===== src/sv/sle_pkg.sv =====
// shared types, codes and constants of the serial line editor
`default_nettype none

package sle_pkg;

	localparam int LINE_BYTES_DEF = 64;

	localparam logic [7:0] CH_CR = 8'h0D;
	localparam logic [7:0] CH_LF = 8'h0A;
	localparam logic [7:0] CH_BS = 8'h08;
	localparam logic [7:0] CH_SP = 8'h20;
	localparam logic [7:0] CH_NUL = 8'h00;

	localparam logic [7:0] ERASE_RESET = 8'd127;

	localparam int PADDR_W = 3;
	localparam logic REG_ERASE = 1'b0;

	typedef enum logic {
		ACT_RX    = 1'b0,
		ACT_FETCH = 1'b1
	} action_t;

	typedef enum logic [1:0] {
		KIND_ECHO  = 2'd0,
		KIND_CHAR  = 2'd1,
		KIND_EMPTY = 2'd2,
		KIND_NONE  = 2'd3
	} kind_t;

	typedef struct packed {
		logic       action;
		logic [7:0] rx_byte;
	} in_item_t;

	typedef struct packed {
		logic [1:0] kind;
		logic [7:0] data;
		logic       last;
	} out_item_t;

	typedef enum logic [2:0] {
		ST_IDLE,
		ST_DECODE,
		ST_ECHO_LF,
		ST_ECHO_SP,
		ST_ECHO_BS2,
		ST_F_FIRST,
		ST_F_NEXT
	} state_t;

	typedef enum logic [2:0] {
		DSEL_CR,
		DSEL_LF,
		DSEL_BS,
		DSEL_SP,
		DSEL_RX,
		DSEL_HOLD,
		DSEL_ZERO
	} dsel_t;

	// commands from controller to datapath
	typedef struct packed {
		logic  capture;
		logic  emit;
		kind_t kind;
		dsel_t dsel;
		logic  last;
		logic  store_wr;
		logic  cnt_inc;
		logic  cnt_dec;
		logic  clear_line;
		logic  set_ready;
		logic  hold_ld;
		logic  idx_inc;
	} ctrl_cmd_t;

	// status from datapath to controller
	typedef struct packed {
		logic is_fetch;
		logic is_eol;
		logic is_erase;
		logic count_zero;
		logic count_full;
		logic line_ready;
		logic rdata_zero;
		logic idx_at_count;
		logic out_free;
	} dp_stat_t;

endpackage

`default_nettype wire


===== src/sv/sle_ram.sv =====
// generic single-write, single-read ram with registered read data
`default_nettype none

module sle_ram #(
	parameter int WIDTH = 8,
	parameter int DEPTH = 63,
	parameter int AW    = 6
) (
	input  wire logic             clk,
	input  wire logic             we,
	input  wire logic [AW-1:0]    waddr,
	input  wire logic [WIDTH-1:0] wdata,
	input  wire logic [AW-1:0]    raddr,
	output logic      [WIDTH-1:0] rdata
);

	logic [WIDTH-1:0] mem_q [DEPTH];
	logic [WIDTH-1:0] rdata_q;

	// write port and registered read port
	always_ff @(posedge clk) begin
		if (we) begin
			mem_q[waddr] <= wdata;
		end
		rdata_q <= mem_q[raddr];
	end

	assign rdata = rdata_q;

endmodule

`default_nettype wire


===== src/sv/sle_dp.sv =====
// datapath: input capture, line store, counters, erase register, result register
`default_nettype none

module sle_dp #(
	parameter int LINE_BYTES = sle_pkg::LINE_BYTES_DEF
) (
	input  wire logic                clk,
	input  wire logic                arst_n,
	input  wire sle_pkg::in_item_t   item,
	input  wire sle_pkg::ctrl_cmd_t  cmd,
	output sle_pkg::dp_stat_t        stat,
	input  wire logic                cfg_wr,
	input  wire logic [7:0]          cfg_data,
	output logic      [7:0]          erase_code,
	output logic                     result_valid,
	input  wire logic                result_ready,
	output sle_pkg::out_item_t       result
);

	localparam int DEPTH = LINE_BYTES - 1;
	localparam int CW    = $clog2(LINE_BYTES);

	sle_pkg::in_item_t  item_q;
	sle_pkg::out_item_t result_q;
	logic               result_valid_q;
	logic [CW-1:0]      count_q;
	logic [CW-1:0]      idx_q;
	logic               ready_q;
	logic [7:0]         erase_q;
	logic [7:0]         hold_q;
	logic [7:0]         rdata;
	logic [7:0]         emit_data;
	logic [CW-1:0]      raddr;
	logic               out_free;

	// captured input item and fetch holding byte
	always_ff @(posedge clk) begin
		if (cmd.capture) begin
			item_q <= item;
		end
		if (cmd.hold_ld) begin
			hold_q <= rdata;
		end
	end

	// erase code register
	always_ff @(posedge clk or negedge arst_n) begin
		if (!arst_n) begin
			erase_q <= sle_pkg::ERASE_RESET;
		end else if (cfg_wr) begin
			erase_q <= cfg_data;
		end
	end

	// character count, ready mark and fetch index
	always_ff @(posedge clk or negedge arst_n) begin
		if (!arst_n) begin
			count_q <= '0;
			ready_q <= 1'b0;
			idx_q   <= '0;
		end else begin
			if (cmd.clear_line) begin
				count_q <= '0;
				ready_q <= 1'b0;
			end else begin
				if (cmd.cnt_inc) begin
					count_q <= count_q + 1'b1;
				end else if (cmd.cnt_dec) begin
					count_q <= count_q - 1'b1;
				end
				if (cmd.set_ready) begin
					ready_q <= 1'b1;
				end
			end
			if (cmd.capture) begin
				idx_q <= '0;
			end else if (cmd.idx_inc) begin
				idx_q <= idx_q + 1'b1;
			end
		end
	end

	// read one entry ahead when the index advances
	assign raddr = cmd.idx_inc ? idx_q + 1'b1 : idx_q;

	sle_ram #(
		.WIDTH (8),
		.DEPTH (DEPTH),
		.AW    (CW)
	) u_store (
		.clk   (clk),
		.we    (cmd.store_wr),
		.waddr (count_q),
		.wdata (item_q.rx_byte),
		.raddr (raddr),
		.rdata (rdata)
	);

	// result byte selection
	always_comb begin
		case (cmd.dsel)
			sle_pkg::DSEL_CR:   emit_data = sle_pkg::CH_CR;
			sle_pkg::DSEL_LF:   emit_data = sle_pkg::CH_LF;
			sle_pkg::DSEL_BS:   emit_data = sle_pkg::CH_BS;
			sle_pkg::DSEL_SP:   emit_data = sle_pkg::CH_SP;
			sle_pkg::DSEL_RX:   emit_data = item_q.rx_byte;
			sle_pkg::DSEL_HOLD: emit_data = hold_q;
			default:            emit_data = sle_pkg::CH_NUL;
		endcase
	end

	// result register
	assign out_free = !result_valid_q || result_ready;

	always_ff @(posedge clk or negedge arst_n) begin
		if (!arst_n) begin
			result_valid_q <= 1'b0;
		end else if (cmd.emit) begin
			result_valid_q <= 1'b1;
		end else if (result_ready) begin
			result_valid_q <= 1'b0;
		end
	end

	always_ff @(posedge clk) begin
		if (cmd.emit) begin
			result_q.kind <= cmd.kind;
			result_q.data <= emit_data;
			result_q.last <= cmd.last;
		end
	end

	assign result_valid = result_valid_q;
	assign result       = result_q;
	assign erase_code   = erase_q;

	// status toward the controller
	always_comb begin
		stat.is_fetch     = (item_q.action == sle_pkg::ACT_FETCH);
		stat.is_eol       = (item_q.rx_byte == sle_pkg::CH_CR)
		                    || (item_q.rx_byte == sle_pkg::CH_LF);
		stat.is_erase     = (item_q.rx_byte == sle_pkg::CH_BS)
		                    || (item_q.rx_byte == erase_q);
		stat.count_zero   = (count_q == '0);
		stat.count_full   = (count_q == CW'(DEPTH));
		stat.line_ready   = ready_q;
		stat.rdata_zero   = (rdata == sle_pkg::CH_NUL);
		stat.idx_at_count = (idx_q == count_q);
		stat.out_free     = out_free;
	end

	// checks on datapath behavior
	a_emit_free: assert property (@(posedge clk) disable iff (!arst_n)
		cmd.emit |-> out_free)
		else $error("result emitted while result register is occupied");

	a_count_range: assert property (@(posedge clk) disable iff (!arst_n)
		count_q <= CW'(DEPTH))
		else $error("character count beyond store depth");

	a_clear: assert property (@(posedge clk) disable iff (!arst_n)
		cmd.clear_line |=> (count_q == '0) && !ready_q)
		else $error("line not cleared after fetch");

	a_idx: assert property (@(posedge clk) disable iff (!arst_n)
		cmd.idx_inc |-> idx_q < count_q)
		else $error("fetch index runs past stored characters");

endmodule

`default_nettype wire


===== src/sv/sle_ctrl.sv =====
// controller: sequences echo, store and fetch steps for each item
`default_nettype none

module sle_ctrl (
	input  wire logic               clk,
	input  wire logic               arst_n,
	input  wire logic               item_valid,
	output logic                    item_ready,
	input  wire sle_pkg::dp_stat_t  stat,
	output sle_pkg::ctrl_cmd_t      cmd
);

	sle_pkg::state_t state_q;
	sle_pkg::state_t state_d;

	// state register
	always_ff @(posedge clk or negedge arst_n) begin
		if (!arst_n) begin
			state_q <= sle_pkg::ST_IDLE;
		end else begin
			state_q <= state_d;
		end
	end

	// next state and commands
	always_comb begin
		state_d        = state_q;
		item_ready     = 1'b0;
		cmd            = '0;
		cmd.kind       = sle_pkg::KIND_ECHO;
		cmd.dsel       = sle_pkg::DSEL_ZERO;
		case (state_q)
			sle_pkg::ST_IDLE: begin
				item_ready  = 1'b1;
				cmd.capture = item_valid;
				if (item_valid) begin
					state_d = sle_pkg::ST_DECODE;
				end
			end
			sle_pkg::ST_DECODE: begin
				if (stat.is_fetch) begin
					if (!stat.line_ready) begin
						cmd.kind = sle_pkg::KIND_NONE;
						cmd.dsel = sle_pkg::DSEL_ZERO;
						cmd.last = 1'b1;
						cmd.emit = stat.out_free;
						if (stat.out_free) begin
							state_d = sle_pkg::ST_IDLE;
						end
					end else if (stat.count_zero) begin
						cmd.kind       = sle_pkg::KIND_EMPTY;
						cmd.dsel       = sle_pkg::DSEL_ZERO;
						cmd.last       = 1'b1;
						cmd.emit       = stat.out_free;
						cmd.clear_line = stat.out_free;
						if (stat.out_free) begin
							state_d = sle_pkg::ST_IDLE;
						end
					end else begin
						state_d = sle_pkg::ST_F_FIRST;
					end
				end else if (stat.is_eol) begin
					cmd.dsel      = sle_pkg::DSEL_CR;
					cmd.emit      = stat.out_free;
					cmd.set_ready = stat.out_free;
					if (stat.out_free) begin
						state_d = sle_pkg::ST_ECHO_LF;
					end
				end else if (stat.is_erase) begin
					if (stat.count_zero) begin
						state_d = sle_pkg::ST_IDLE;
					end else begin
						cmd.dsel    = sle_pkg::DSEL_BS;
						cmd.emit    = stat.out_free;
						cmd.cnt_dec = stat.out_free;
						if (stat.out_free) begin
							state_d = sle_pkg::ST_ECHO_SP;
						end
					end
				end else if (stat.count_full) begin
					state_d = sle_pkg::ST_IDLE;
				end else begin
					cmd.dsel     = sle_pkg::DSEL_RX;
					cmd.last     = 1'b1;
					cmd.emit     = stat.out_free;
					cmd.store_wr = stat.out_free;
					cmd.cnt_inc  = stat.out_free;
					if (stat.out_free) begin
						state_d = sle_pkg::ST_IDLE;
					end
				end
			end
			sle_pkg::ST_ECHO_LF: begin
				cmd.dsel = sle_pkg::DSEL_LF;
				cmd.last = 1'b1;
				cmd.emit = stat.out_free;
				if (stat.out_free) begin
					state_d = sle_pkg::ST_IDLE;
				end
			end
			sle_pkg::ST_ECHO_SP: begin
				cmd.dsel = sle_pkg::DSEL_SP;
				cmd.emit = stat.out_free;
				if (stat.out_free) begin
					state_d = sle_pkg::ST_ECHO_BS2;
				end
			end
			sle_pkg::ST_ECHO_BS2: begin
				cmd.dsel = sle_pkg::DSEL_BS;
				cmd.last = 1'b1;
				cmd.emit = stat.out_free;
				if (stat.out_free) begin
					state_d = sle_pkg::ST_IDLE;
				end
			end
			sle_pkg::ST_F_FIRST: begin
				// first stored byte is now on the read port
				if (stat.rdata_zero) begin
					cmd.kind       = sle_pkg::KIND_EMPTY;
					cmd.dsel       = sle_pkg::DSEL_ZERO;
					cmd.last       = 1'b1;
					cmd.emit       = stat.out_free;
					cmd.clear_line = stat.out_free;
					if (stat.out_free) begin
						state_d = sle_pkg::ST_IDLE;
					end
				end else begin
					cmd.hold_ld = 1'b1;
					cmd.idx_inc = 1'b1;
					state_d     = sle_pkg::ST_F_NEXT;
				end
			end
			sle_pkg::ST_F_NEXT: begin
				// send held byte; the byte after it decides the last mark
				cmd.kind = sle_pkg::KIND_CHAR;
				cmd.dsel = sle_pkg::DSEL_HOLD;
				cmd.last = stat.idx_at_count || stat.rdata_zero;
				cmd.emit = stat.out_free;
				if (stat.out_free) begin
					if (cmd.last) begin
						cmd.clear_line = 1'b1;
						state_d        = sle_pkg::ST_IDLE;
					end else begin
						cmd.hold_ld = 1'b1;
						cmd.idx_inc = 1'b1;
					end
				end
			end
			default: begin
				state_d = sle_pkg::ST_IDLE;
			end
		endcase
	end

	// checks on sequencing
	a_ready_idle: assert property (@(posedge clk) disable iff (!arst_n)
		(item_valid && item_ready) |=> (state_q == sle_pkg::ST_DECODE))
		else $error("accepted item did not reach decode");

	a_busy: assert property (@(posedge clk) disable iff (!arst_n)
		(state_q != sle_pkg::ST_IDLE) |-> !item_ready)
		else $error("input taken while an item is in work");

	a_last_idle: assert property (@(posedge clk) disable iff (!arst_n)
		(cmd.emit && cmd.last) |=> (state_q == sle_pkg::ST_IDLE))
		else $error("final result did not return controller to idle");

endmodule

`default_nettype wire


===== src/sv/serial_line_editor_with_echo.sv =====
// top level: serial line editor with echo, apb register port
// results: the first result is registered from the decode state after acceptance; a line
//   character of a fetch is registered from F_NEXT, after F_FIRST has read the store
// a new item is accepted only in idle, so not before the last item is through
// each emitting step waits while the result register stays occupied
// reset clears count, ready mark, erase code (127) and control; the line store is not cleared
`default_nettype none

module serial_line_editor_with_echo #(
	parameter int LINE_BYTES = sle_pkg::LINE_BYTES_DEF
) (
	input  wire logic                         clk,
	input  wire logic                         arst_n,
	input  wire logic                         item_valid,
	output logic                              item_ready,
	input  wire sle_pkg::in_item_t            item,
	output logic                              result_valid,
	input  wire logic                         result_ready,
	output sle_pkg::out_item_t                result,
	input  wire logic                         psel,
	input  wire logic                         penable,
	input  wire logic                         pwrite,
	input  wire logic [sle_pkg::PADDR_W-1:0]  paddr,
	input  wire logic [31:0]                  pwdata,
	output logic      [31:0]                  prdata,
	output logic                              pready
);

	sle_pkg::ctrl_cmd_t cmd;
	sle_pkg::dp_stat_t  stat;
	logic               cfg_wr;
	logic [7:0]         erase_code;

	// register access decode
	assign pready = 1'b1;
	assign cfg_wr = psel && penable && pwrite && (paddr[2] == sle_pkg::REG_ERASE);

	always_comb begin
		prdata = '0;
		if (paddr[2] == sle_pkg::REG_ERASE) begin
			prdata = {24'h0, erase_code};
		end
	end

	sle_ctrl u_ctrl (
		.clk        (clk),
		.arst_n     (arst_n),
		.item_valid (item_valid),
		.item_ready (item_ready),
		.stat       (stat),
		.cmd        (cmd)
	);

	sle_dp #(
		.LINE_BYTES (LINE_BYTES)
	) u_dp (
		.clk          (clk),
		.arst_n       (arst_n),
		.item         (item),
		.cmd          (cmd),
		.stat         (stat),
		.cfg_wr       (cfg_wr),
		.cfg_data     (pwdata[7:0]),
		.erase_code   (erase_code),
		.result_valid (result_valid),
		.result_ready (result_ready),
		.result       (result)
	);

endmodule

`default_nettype wire

===== config.mk =====
export PLATFORM = sky130hd
export DESIGN_NAME = serial_line_editor_with_echo
export DESIGN_NICKNAME = d
export VERILOG_FILES = /design/src/sv/sle_pkg.sv /design/src/sv/sle_ram.sv /design/src/sv/sle_dp.sv /design/src/sv/sle_ctrl.sv /design/src/sv/serial_line_editor_with_echo.sv
export SDC_FILE = /design/constraint.sdc
export NUM_CORES = 1
export LEC_CHECK = 0
export BUFFER_PORTS_ARGS = -buffer_cell sky130_fd_sc_hd__buf_2
export CAP_MARGIN = 20
export CORE_ASPECT_RATIO = 1.1
export CORE_MARGIN = 2
export CORE_UTILIZATION = 50
export CTS_CLUSTER_SIZE = 30
export DETAILED_ROUTE_END_ITERATION = 10
export PLACE_DENSITY = 0.67
export RECOVER_POWER = 50
export SYNTH_ARGS = -nofsm -noshare
export SYNTH_HDL_FRONTEND = slang
export SYNTH_SLANG_ARGS = --single-unit

===== constraint.sdc =====
create_clock -name clk -period 6.45 [get_ports clk]
set_input_delay 0.9675 -clock clk [delete_from_list [all_inputs] [get_ports clk]]
set_output_delay 0.9675 -clock clk [all_outputs]
set_load 0.02 [all_outputs]

==> impl_metrics.sql, run 1 <==
INSERT INTO impl_metrics (metric_group, metric, value, unit) VALUES
('status', 'status', 'complete, but fails checks', ''),
('status', 'violations_in_the_final_reports', 'max-capacitance violations, max-slew violations', ''),
('routing', 'route.detailed.wl_per_inst', '26.0', 'um'),
('min_path', 'worst_hold_path_type', 'reg2reg', ''),
('routing', 'firstDrtPassIters', '6', ''),
('cts', 'cts-htree-levels', '2', ''),
('yosys', 'ys_warn_count', '0', ''),
('cts', 'root_buffer', 'sky130_fd_sc_hd__clkbuf_16', ''),
('global_routing', 'grt_use_total', '0.244', ''),
('sta', 'timing.setup.tns', '0', 'ns'),
('yosys', 'synth.avg_cell_area', '14.9', 'um2'),
('sta', 'slew-limit-headroom', '-0.939', ''),
('layout', 'most-common-layout-cells', 'sky130_fd_sc_hd__edfxtp_1 (532), sky130_fd_sc_hd__nand2_1 (169), sky130_fd_sc_hd__nor2_1 (143), sky130_fd_sc_hd__mux4_2 (109), sky130_fd_sc_hd__mux2i_1 (86)', ''),
('cts', 'cts.repair.resized', '0', ''),
('pwr', 'vdd_ir_drop_max', '0.264', 'mV'),
('sta', 'timing_hold_violations_final', '0', ''),
('yosys', 'yosys.area_share.adder', '0.00323', ''),
('cts', 'num_clock_sinks', '565', ''),
('global_routing', 'first_global_vias', '15456', ''),
('routing', 'drt_iter0_drc', '1820', ''),
('placed_design', 'numPortBuffers', '45', ''),
('cts', 'cts-buffers-inserted', '55', ''),
('global_routing', 'gr-usage-met3', '0.0436', ''),
('global_routing', 'grt_max_degree', '67', ''),
('yosys', 'synth-edff-count', '532', ''),
('yosys', 'synth_compound_gate_area_share', '0.0701', ''),
('global_routing', 'gr_met1_demand_resource', '0.329', ''),
('layout', 'layout_commonest_cell', 'sky130_fd_sc_hd__edfxtp_1', ''),
('global_routing', 'wire_length_of_the_first_global_routing_pass', '95300', 'um'),
('floorplan', 'start_util', '0.508', ''),
('layout', 'area.growth.synth_to_final', '9.81', '%'),
('layout', 'ratio_of_cells_with_drive_above_1_in_the_final_layout', '0.168', ''),
('sta', 'max_slew.worst_pin.slew', '2.91', 'ns'),
('yosys', 'synth-xor-area-share', '0.0103', ''),
('floorplan', 'die_x', '220', 'um'),
('sta', 'slew_viol_final', '268', ''),
('sta', 'upper_clock_frequency_limit', '0.189', 'GHz'),
('cts', 'clock_latency', '0.63', 'ns'),
('worst_setup_path', 'cp.required', '7.02', 'ns'),
('pwr', 'power_density', '415', 'mW/mm2'),
('floorplan', 'core.rowCount', '86', ''),
('cts', 'post_cts_hold_buffer_count', '0', ''),
('routing', 'antenna_violating_nets_post_route', '0', ''),
('sta', 'timing.final.crit_share', '0.822', ''),
('job', 'drv.max_cap_violation_count', '5', ''),
('global_routing', 'grt_antenna_before_repair', '0', ''),
('yosys', 'ys_async_sr_fraction', '0.0442', ''),
('sta', 'setup_repair_after_global_routing_missed_its_margin', 'no', ''),
('yosys', 'ys_seq_area_frac', '0.656', ''),
('cts', 'cts.reportedPaths.clkPinSlew', '0.06', 'ns'),
('yosys', 'synth_top_family_by_area', 'multiplexers', ''),
('floorplan', 'floorplan.io_pins', '97', ''),
('routing', 'vias', '15614', ''),
('routing', 'routed_wirelength', '63700', 'um'),
('pwr', 'total_power', '11600', 'uW'),
('floorplan', 'core_region_area', '0.0503', 'mm2'),
('pwr', 'static-leakage-power', '0.00903', 'uW'),
('global_routing', 'grt_busiest_layer', 'met2', ''),
('layout', 'finalNetCount', '1802', ''),
('global_routing', 'globalRouteMet2Util', '0.394', ''),
('yosys', 'yosys_register_bits', '565', ''),
('worst_setup_path', 'timing_worst_setup_path_type', 'reg2reg', ''),
('worst_setup_path', 'worst_ep_arrival_time', '5.87', 'ns'),
('worst_setup_path', 'critical_path_fanout_max', '29', ''),
('floorplan', 'floorplan.die_area', '0.0529', 'mm2'),
('worst_setup_path', 'timing.critical_path.to_type', 'flip-flop', ''),
('routing', 'avgViaCountPerCell', '6.38', ''),
('global_routing', 'grt-ovfl-total', '0', ''),
('yosys', 'synth.cell_area', '0.0255', 'mm2'),
('yosys', 'primary_ff_master_synth', 'sky130_fd_sc_hd__edfxtp_1', ''),
('cts', 'setup_bufs_post_cts', '0', '');
[layer usage]
metal | share of wire | up-vias | routed length [um]
met5 | 0 | - | 0
met4 | 0.041 | 0 | 2600
met3 | 0.076 | 141 | 4860
met2 | 0.48 | 718 | 30800
met1 | 0.40 | 7978 | 25400
li1 | - | 6777 | -
[sequential cells by signal, indices dropped and copies added (netlist names)]
register,cells
u_dp.u_store.mem_q,504
u_dp.result,11
u_dp.erase_code,8
u_dp.hold_q,8
u_dp.item_q,8
u_dp.u_store.rdata,8
u_dp.count_q,6
u_dp.idx_q,6
u_ctrl.state_q,3
u_dp.ready_q,1
u_dp.result_valid,1
u_dp.stat,1
[layout make-up]
class | count | area, um2
multi-input cells | 1027 | 8170
inverters | 12 | 47.5
flip-flops and latches | 565 | 16800
well taps | 660 | 826
clock inverters | 34 | 333
repair buffers | 84 | 477
clock buffers | 66 | 1420
fillers | 3946 | 22200
[report_power, final]
part | internal [uW] | switching [uW] | leakage (uW) | total, uW
sequential | 4400 | 247 | 0.00517 | 4650
clock | 1780 | 1400 | 0.000849 | 3170
combinational | 1510 | 2300 | 0.00302 | 3810
[final timing paths]
check	from	endpoint	slack (ns)	cells after the start
min	u_dp.u_store.rdata[4]$_DFF_P_	u_dp.hold_q[4]$_DFFE_PN_	0.46	0
min in group asynchronous	arst_n	u_dp.erase_code[7]$_DFFE_PN0P_	0.67	1
max	u_dp.idx_q[3]$_DFF_PN0_	u_dp.u_store.rdata[4]$_DFF_P_	1.15	11
min reg2reg	u_dp.u_store.rdata[4]$_DFF_P_	u_dp.hold_q[4]$_DFFE_PN_	0.46	0
max reg2reg	u_dp.idx_q[3]$_DFF_PN0_	u_dp.u_store.rdata[4]$_DFF_P_	1.15	11
max in group asynchronous	arst_n	u_dp.idx_q[0]$_DFF_PN0_	4.76	1
[Yosys cell counts, drive strengths merged (7+ instances only)]
cell       n
a221oi    22
o22ai     18
clkbuf    42
nand3     70
nand4     14
mux2      21
mux2i     86
buf       88
and3       7
dfxtp      8
nor2b     30
mux4     109
nor2     145
or4        8
dfstp      7
nor3      19
a32oi     16
o221ai    14
edfxtp   532
a31oi     19
o21ai     48
o2111ai    8
dfrtp     18
inv       11
nand2    170
a21oi     23
nor4      14
xnor2     21
a211oi     7
a22oi     20
[logic make-up (layout without fill, tap and decap cells)]
family,count (synthesis),count (layout)
XOR/XNOR,27,27
AND/OR/NAND/NOR,505,505
flip-flops,565,565
other,2,25
buffers and inverters,142,196
multiplexers,216,216
AO/OA/AOI/OAI,248,248
adder cells (fa/ha/maj),6,6
[critical path, stage by stage, from the launching register on]
cell and delay (ns):
sky130_fd_sc_hd__dfrtp_1 0.98, sky130_fd_sc_hd__xnor2_1 0.19, sky130_fd_sc_hd__nand4_1 0.24, sky130_fd_sc_hd__o211ai_4 0.96
sky130_fd_sc_hd__inv_4 0.30, sky130_fd_sc_hd__xnor2_4 0.68, sky130_fd_sc_hd__buf_4 0.46, sky130_fd_sc_hd__nand2_1 0.09
sky130_fd_sc_hd__a32oi_1 0.20, sky130_fd_sc_hd__a31oi_1 0.17, sky130_fd_sc_hd__nor4_1 0.73, sky130_fd_sc_hd__a211o_1 0.18
[stage by stage]
| stage | setup WS [ns] | hold WS, ns | utilization | cells | cell area (um2) |
|---|---|---|---|---|---|
| final | 1.15 | 0.460 | 0.558 | 2448 | 28000 |
| after global routing | 0.983 | 0.470 | 0.558 | 2448 | 28000 |
| after CTS | 1.34 | 0.329 | 0.559 | 2446 | 28100 |
| after detailed placement | 1.22 | 0.448 | 0.524 | 2346 | 26300 |
| after global placement | 1.24 | 0.445 | 0.524 | 2345 | 26300 |
| after floorplan | 2.59 | 0.409 | - | 1734 | 25600 |
(Power assumes the default switching activity.)
==> run 2: changes to the inputs <==
--- a/config.mk
+++ b/config.mk
@@ -12,7 +12,7 @@
 export CORE_UTILIZATION = 50
 export CTS_CLUSTER_SIZE = 30
 export DETAILED_ROUTE_END_ITERATION = 10
-export PLACE_DENSITY = 0.67
+export PLACE_DENSITY = 0.69
 export RECOVER_POWER = 50
 export SYNTH_ARGS = -nofsm -noshare
 export SYNTH_HDL_FRONTEND = slang
==> constraint.sdc (replaced) <==
create_clock -name clk -period 4.3 [get_ports clk]
set_input_delay 0.645 -clock clk [delete_from_list [all_inputs] [get_ports clk]]
set_output_delay 0.645 -clock clk [all_outputs]
set_load 0.02 [all_outputs]
==> impl_metrics.sql, run 2 (synthesized netlist as in run 1, its figures left out) <==
INSERT INTO impl_metrics (metric_group, metric, value, unit) VALUES
('status', 'status', 'complete, but fails checks', ''),
('status', 'violations_in_the_final_reports', 'max-capacitance violations, max-slew violations', ''),
('floorplan', 'start_util', '0.508', ''),
('layout', 'largest-register', 'u_dp.u_store.mem_q', ''),
('sta', 'setup_repair_after_global_routing_missed_its_margin', 'no', ''),
('sta', 'period_needed', '4.11', 'ns'),
('worst_setup_path', 'crit-reg2reg-launch', 'u_ctrl.state_q[2]$_DFFE_PN0P_', ''),
('cts', 'num_clock_sinks', '565', ''),
('routing', 'avgViaCountPerCell', '6.25', ''),
('min_path', 'worst_hold_path_type', 'in2reg', ''),
('floorplan', 'floorplan.io_pins', '97', ''),
('global_routing', 'grt_antenna_before_repair', '0', ''),
('placed_design', 'numPortBuffers', '45', ''),
('worst_setup_path', 'timing_worst_setup_path_type', 'reg2reg', ''),
('layout', 'antenna_cells_inserted', '0', ''),
('sta', 'slew-limit-headroom', '-0.807', ''),
('cts', 'clock_tree_from_tritoncts', 'built', ''),
('routing', 'antenna_violating_nets_post_route', '0', ''),
('placed_design', 'detailed_place.area', '0.0269', 'mm2'),
('worst_setup_path', 'setup.worst_path.start_class', 'flip-flop', ''),
('floorplan', 'floorplan.die_area', '0.0529', 'mm2'),
('layout', 'layout_commonest_cell', 'sky130_fd_sc_hd__edfxtp_1', ''),
('cts', 'root_buffer', 'sky130_fd_sc_hd__clkbuf_16', ''),
('floorplan', 'overall_die_height', '241', 'um'),
('worst_setup_path', 'cp.required', '4.77', 'ns'),
('global_routing', 'grt_use_total', '0.240', ''),
('worst_setup_path', 'critical_path_fanout_max', '29', ''),
('layout', 'ratio_of_cells_with_drive_above_1_in_the_final_layout', '0.205', ''),
('placed_design', 'dp.cells', '2418', ''),
('routing', 'routed_wirelength', '62200', 'um'),
('global_routing', 'first_global_vias', '15672', ''),
('worst_setup_path', 'critPathMaxStageDelay', '0.63', 'ns'),
('worst_setup_path', 'worst_ep_arrival_time', '4.57', 'ns'),
('cts', 'cts.reportedPaths.clkPinSlew', '0.06', 'ns'),
('sta', 'timing.final.crit_share', '0.955', ''),
('worst_setup_path', 'crit_path_top_delay_cell', 'sky130_fd_sc_hd__dfrtp_1', ''),
('layout', 'final.fill_count', '3778', ''),
('pwr', 'static-leakage-power', '0.00946', 'uW'),
('floorplan', 'core_region_area', '0.0503', 'mm2'),
('global_routing', 'wire_length_of_the_first_global_routing_pass', '94400', 'um'),
('placed_design', 'dpl.hpwl', '40000', 'um'),
('sta', 'fin_worst_skew', '0.0290', 'ns'),
('placed_design', 'gp_routability_congestion', '0.862', ''),
('routing', 'firstDrtPassIters', '6', ''),
('layout', 'finalInstanceArea', '0.0288', 'mm2'),
('sta', 'max_slew.worst_pin.slew', '2.71', 'ns'),
('routing', 'vias', '15759', ''),
('layout', 'most-common-layout-cells', 'sky130_fd_sc_hd__edfxtp_1 (532), sky130_fd_sc_hd__nand2_1 (169), sky130_fd_sc_hd__nor2_1 (143), sky130_fd_sc_hd__mux4_2 (109), sky130_fd_sc_hd__buf_4 (93)', ''),
('layout', 'finalNetCount', '1872', ''),
('layout', 'area.growth.synth_to_final', '12.8', '%'),
('routing', 'route.detailed.wl_per_inst', '24.7', 'um'),
('pwr', 'power_density', '618', 'mW/mm2'),
('cts', 'post_cts_hold_buffer_count', '0', ''),
('worst_setup_path', 'critical_path.startpoint', 'u_ctrl.state_q[2]$_DFFE_PN0P_', ''),
('floorplan', 'core.rowCount', '86', ''),
('cts', 'cts.path.max_buffers', '3', ''),
('routing', 'drt_iter0_drc', '1857', ''),
('layout', 'number_of_flip_flops_under_the_largest_register_name', '504', ''),
('job', 'drv.max_cap_violation_count', '7', ''),
('floorplan', 'die_x', '220', 'um'),
('worst_setup_path', 'timing.critical_path.to_type', 'flip-flop', ''),
('cts', 'cts-buffers-inserted', '55', ''),
('sta', 'slew_viol_final', '330', ''),
('global_routing', 'grt_max_degree', '120', ''),
('global_routing', 'grt-ovfl-total', '0', ''),
('sta', 'timing.hold.ws', '0.206', 'ns'),
('worst_setup_path', 'critical_path_cell_by_cell', 'inv_1, a21oi_1, o211ai_4, inv_4, nand3_2, and3_1, a21boi_1, o41ai_1, nor4_1, or4_1', ''),
('sta', 'timing_hold_violations_final', '0', ''),
('sta', 'timing.setup.tns', '0', 'ns'),
('cts', 'cts-htree-levels', '2', ''),
('sta', 'setup_viol', '0', ''),
('min_path', 'hold_start', 'item[0]', ''),
('cts', 'clock_latency', '0.62', 'ns'),
('pwr', 'vdd_ir_drop_max', '0.769', 'mV'),
('sta', 'upper_clock_frequency_limit', '0.244', 'GHz'),
('routing', 'remaining_drc_errors', '0', ''),
('layout', 'fin_cells', '2522', '');
run 2: area by class of cell:
type,count,area [um2],share of cell area
flip-flops and latches,565,16800,0.582
repair buffers,154,1040,0.0362
multi-input cells,1027,8180,0.284
clock inverters,34,434,0.0151
clock buffers,70,1500,0.0519
inverters,12,47.5,0.00165
well taps,660,826,0.0287
run 2: where the power goes:
part           switching, uW  leakage [uW]  internal [uW]
registers                243       0.00517           6610
logic                   3540       0.00338           2340
clock network           2110      0.000911           2970
total                   5890       0.00946          11900
run 2: per-stage QoR:
stage | setup slack [ns] | total power, uW | utilization
floorplan | 0.443 | 11200 | -
global route | 0.0296 | 18600 | 0.573
detailed placement | 0.239 | 12800 | 0.536
finish | 0.193 | 17800 | 0.573
global placement | 0.281 | 12700 | 0.536
CTS | 0.205 | 17900 | 0.574
run 2: repair_timing:
item / CTS / global route
resized for setup: 0 / 2
buffers inserted: 0 / 0
endpoints found under the setup margin: 0 / 3
run 2: worst max-delay path, delay by kind of cell, from the launching register on:
kind / cells / cell delay, ns
flip-flops: 1 / 0.63
AND/OR/NAND/NOR: 4 / 1.38
AO/OA/AOI/OAI: 4 / 1.24
buffers and inverters: 2 / 0.67
run 2: path summary, 6_finish.rpt:
path	to	slack, ns	cells past startpoint
worst min register to register	u_dp.hold_q[6]$_DFFE_PN_	0.44	0
worst max register to register	u_dp.u_store.rdata[6]$_DFF_P_	0.19	10
max in group asynchronous	u_dp.idx_q[1]$_DFF_PN0_	2.97	1
worst max-delay path	u_dp.u_store.rdata[6]$_DFF_P_	0.19	10
worst min-delay path	u_dp.item_q[0]$_DFFE_PP_	0.21	1
min in group asynchronous	u_ctrl.state_q[2]$_DFFE_PN0P_	0.33	1
run 2: layer usage:
metal,GRT usage,vias up,part of all wire
li1,-,6923,-
met1,0.325,7986,0.39
met2,0.392,726,0.49
met3,0.0378,124,0.081
met4,0.0960,0,0.036
met5,0,-,0
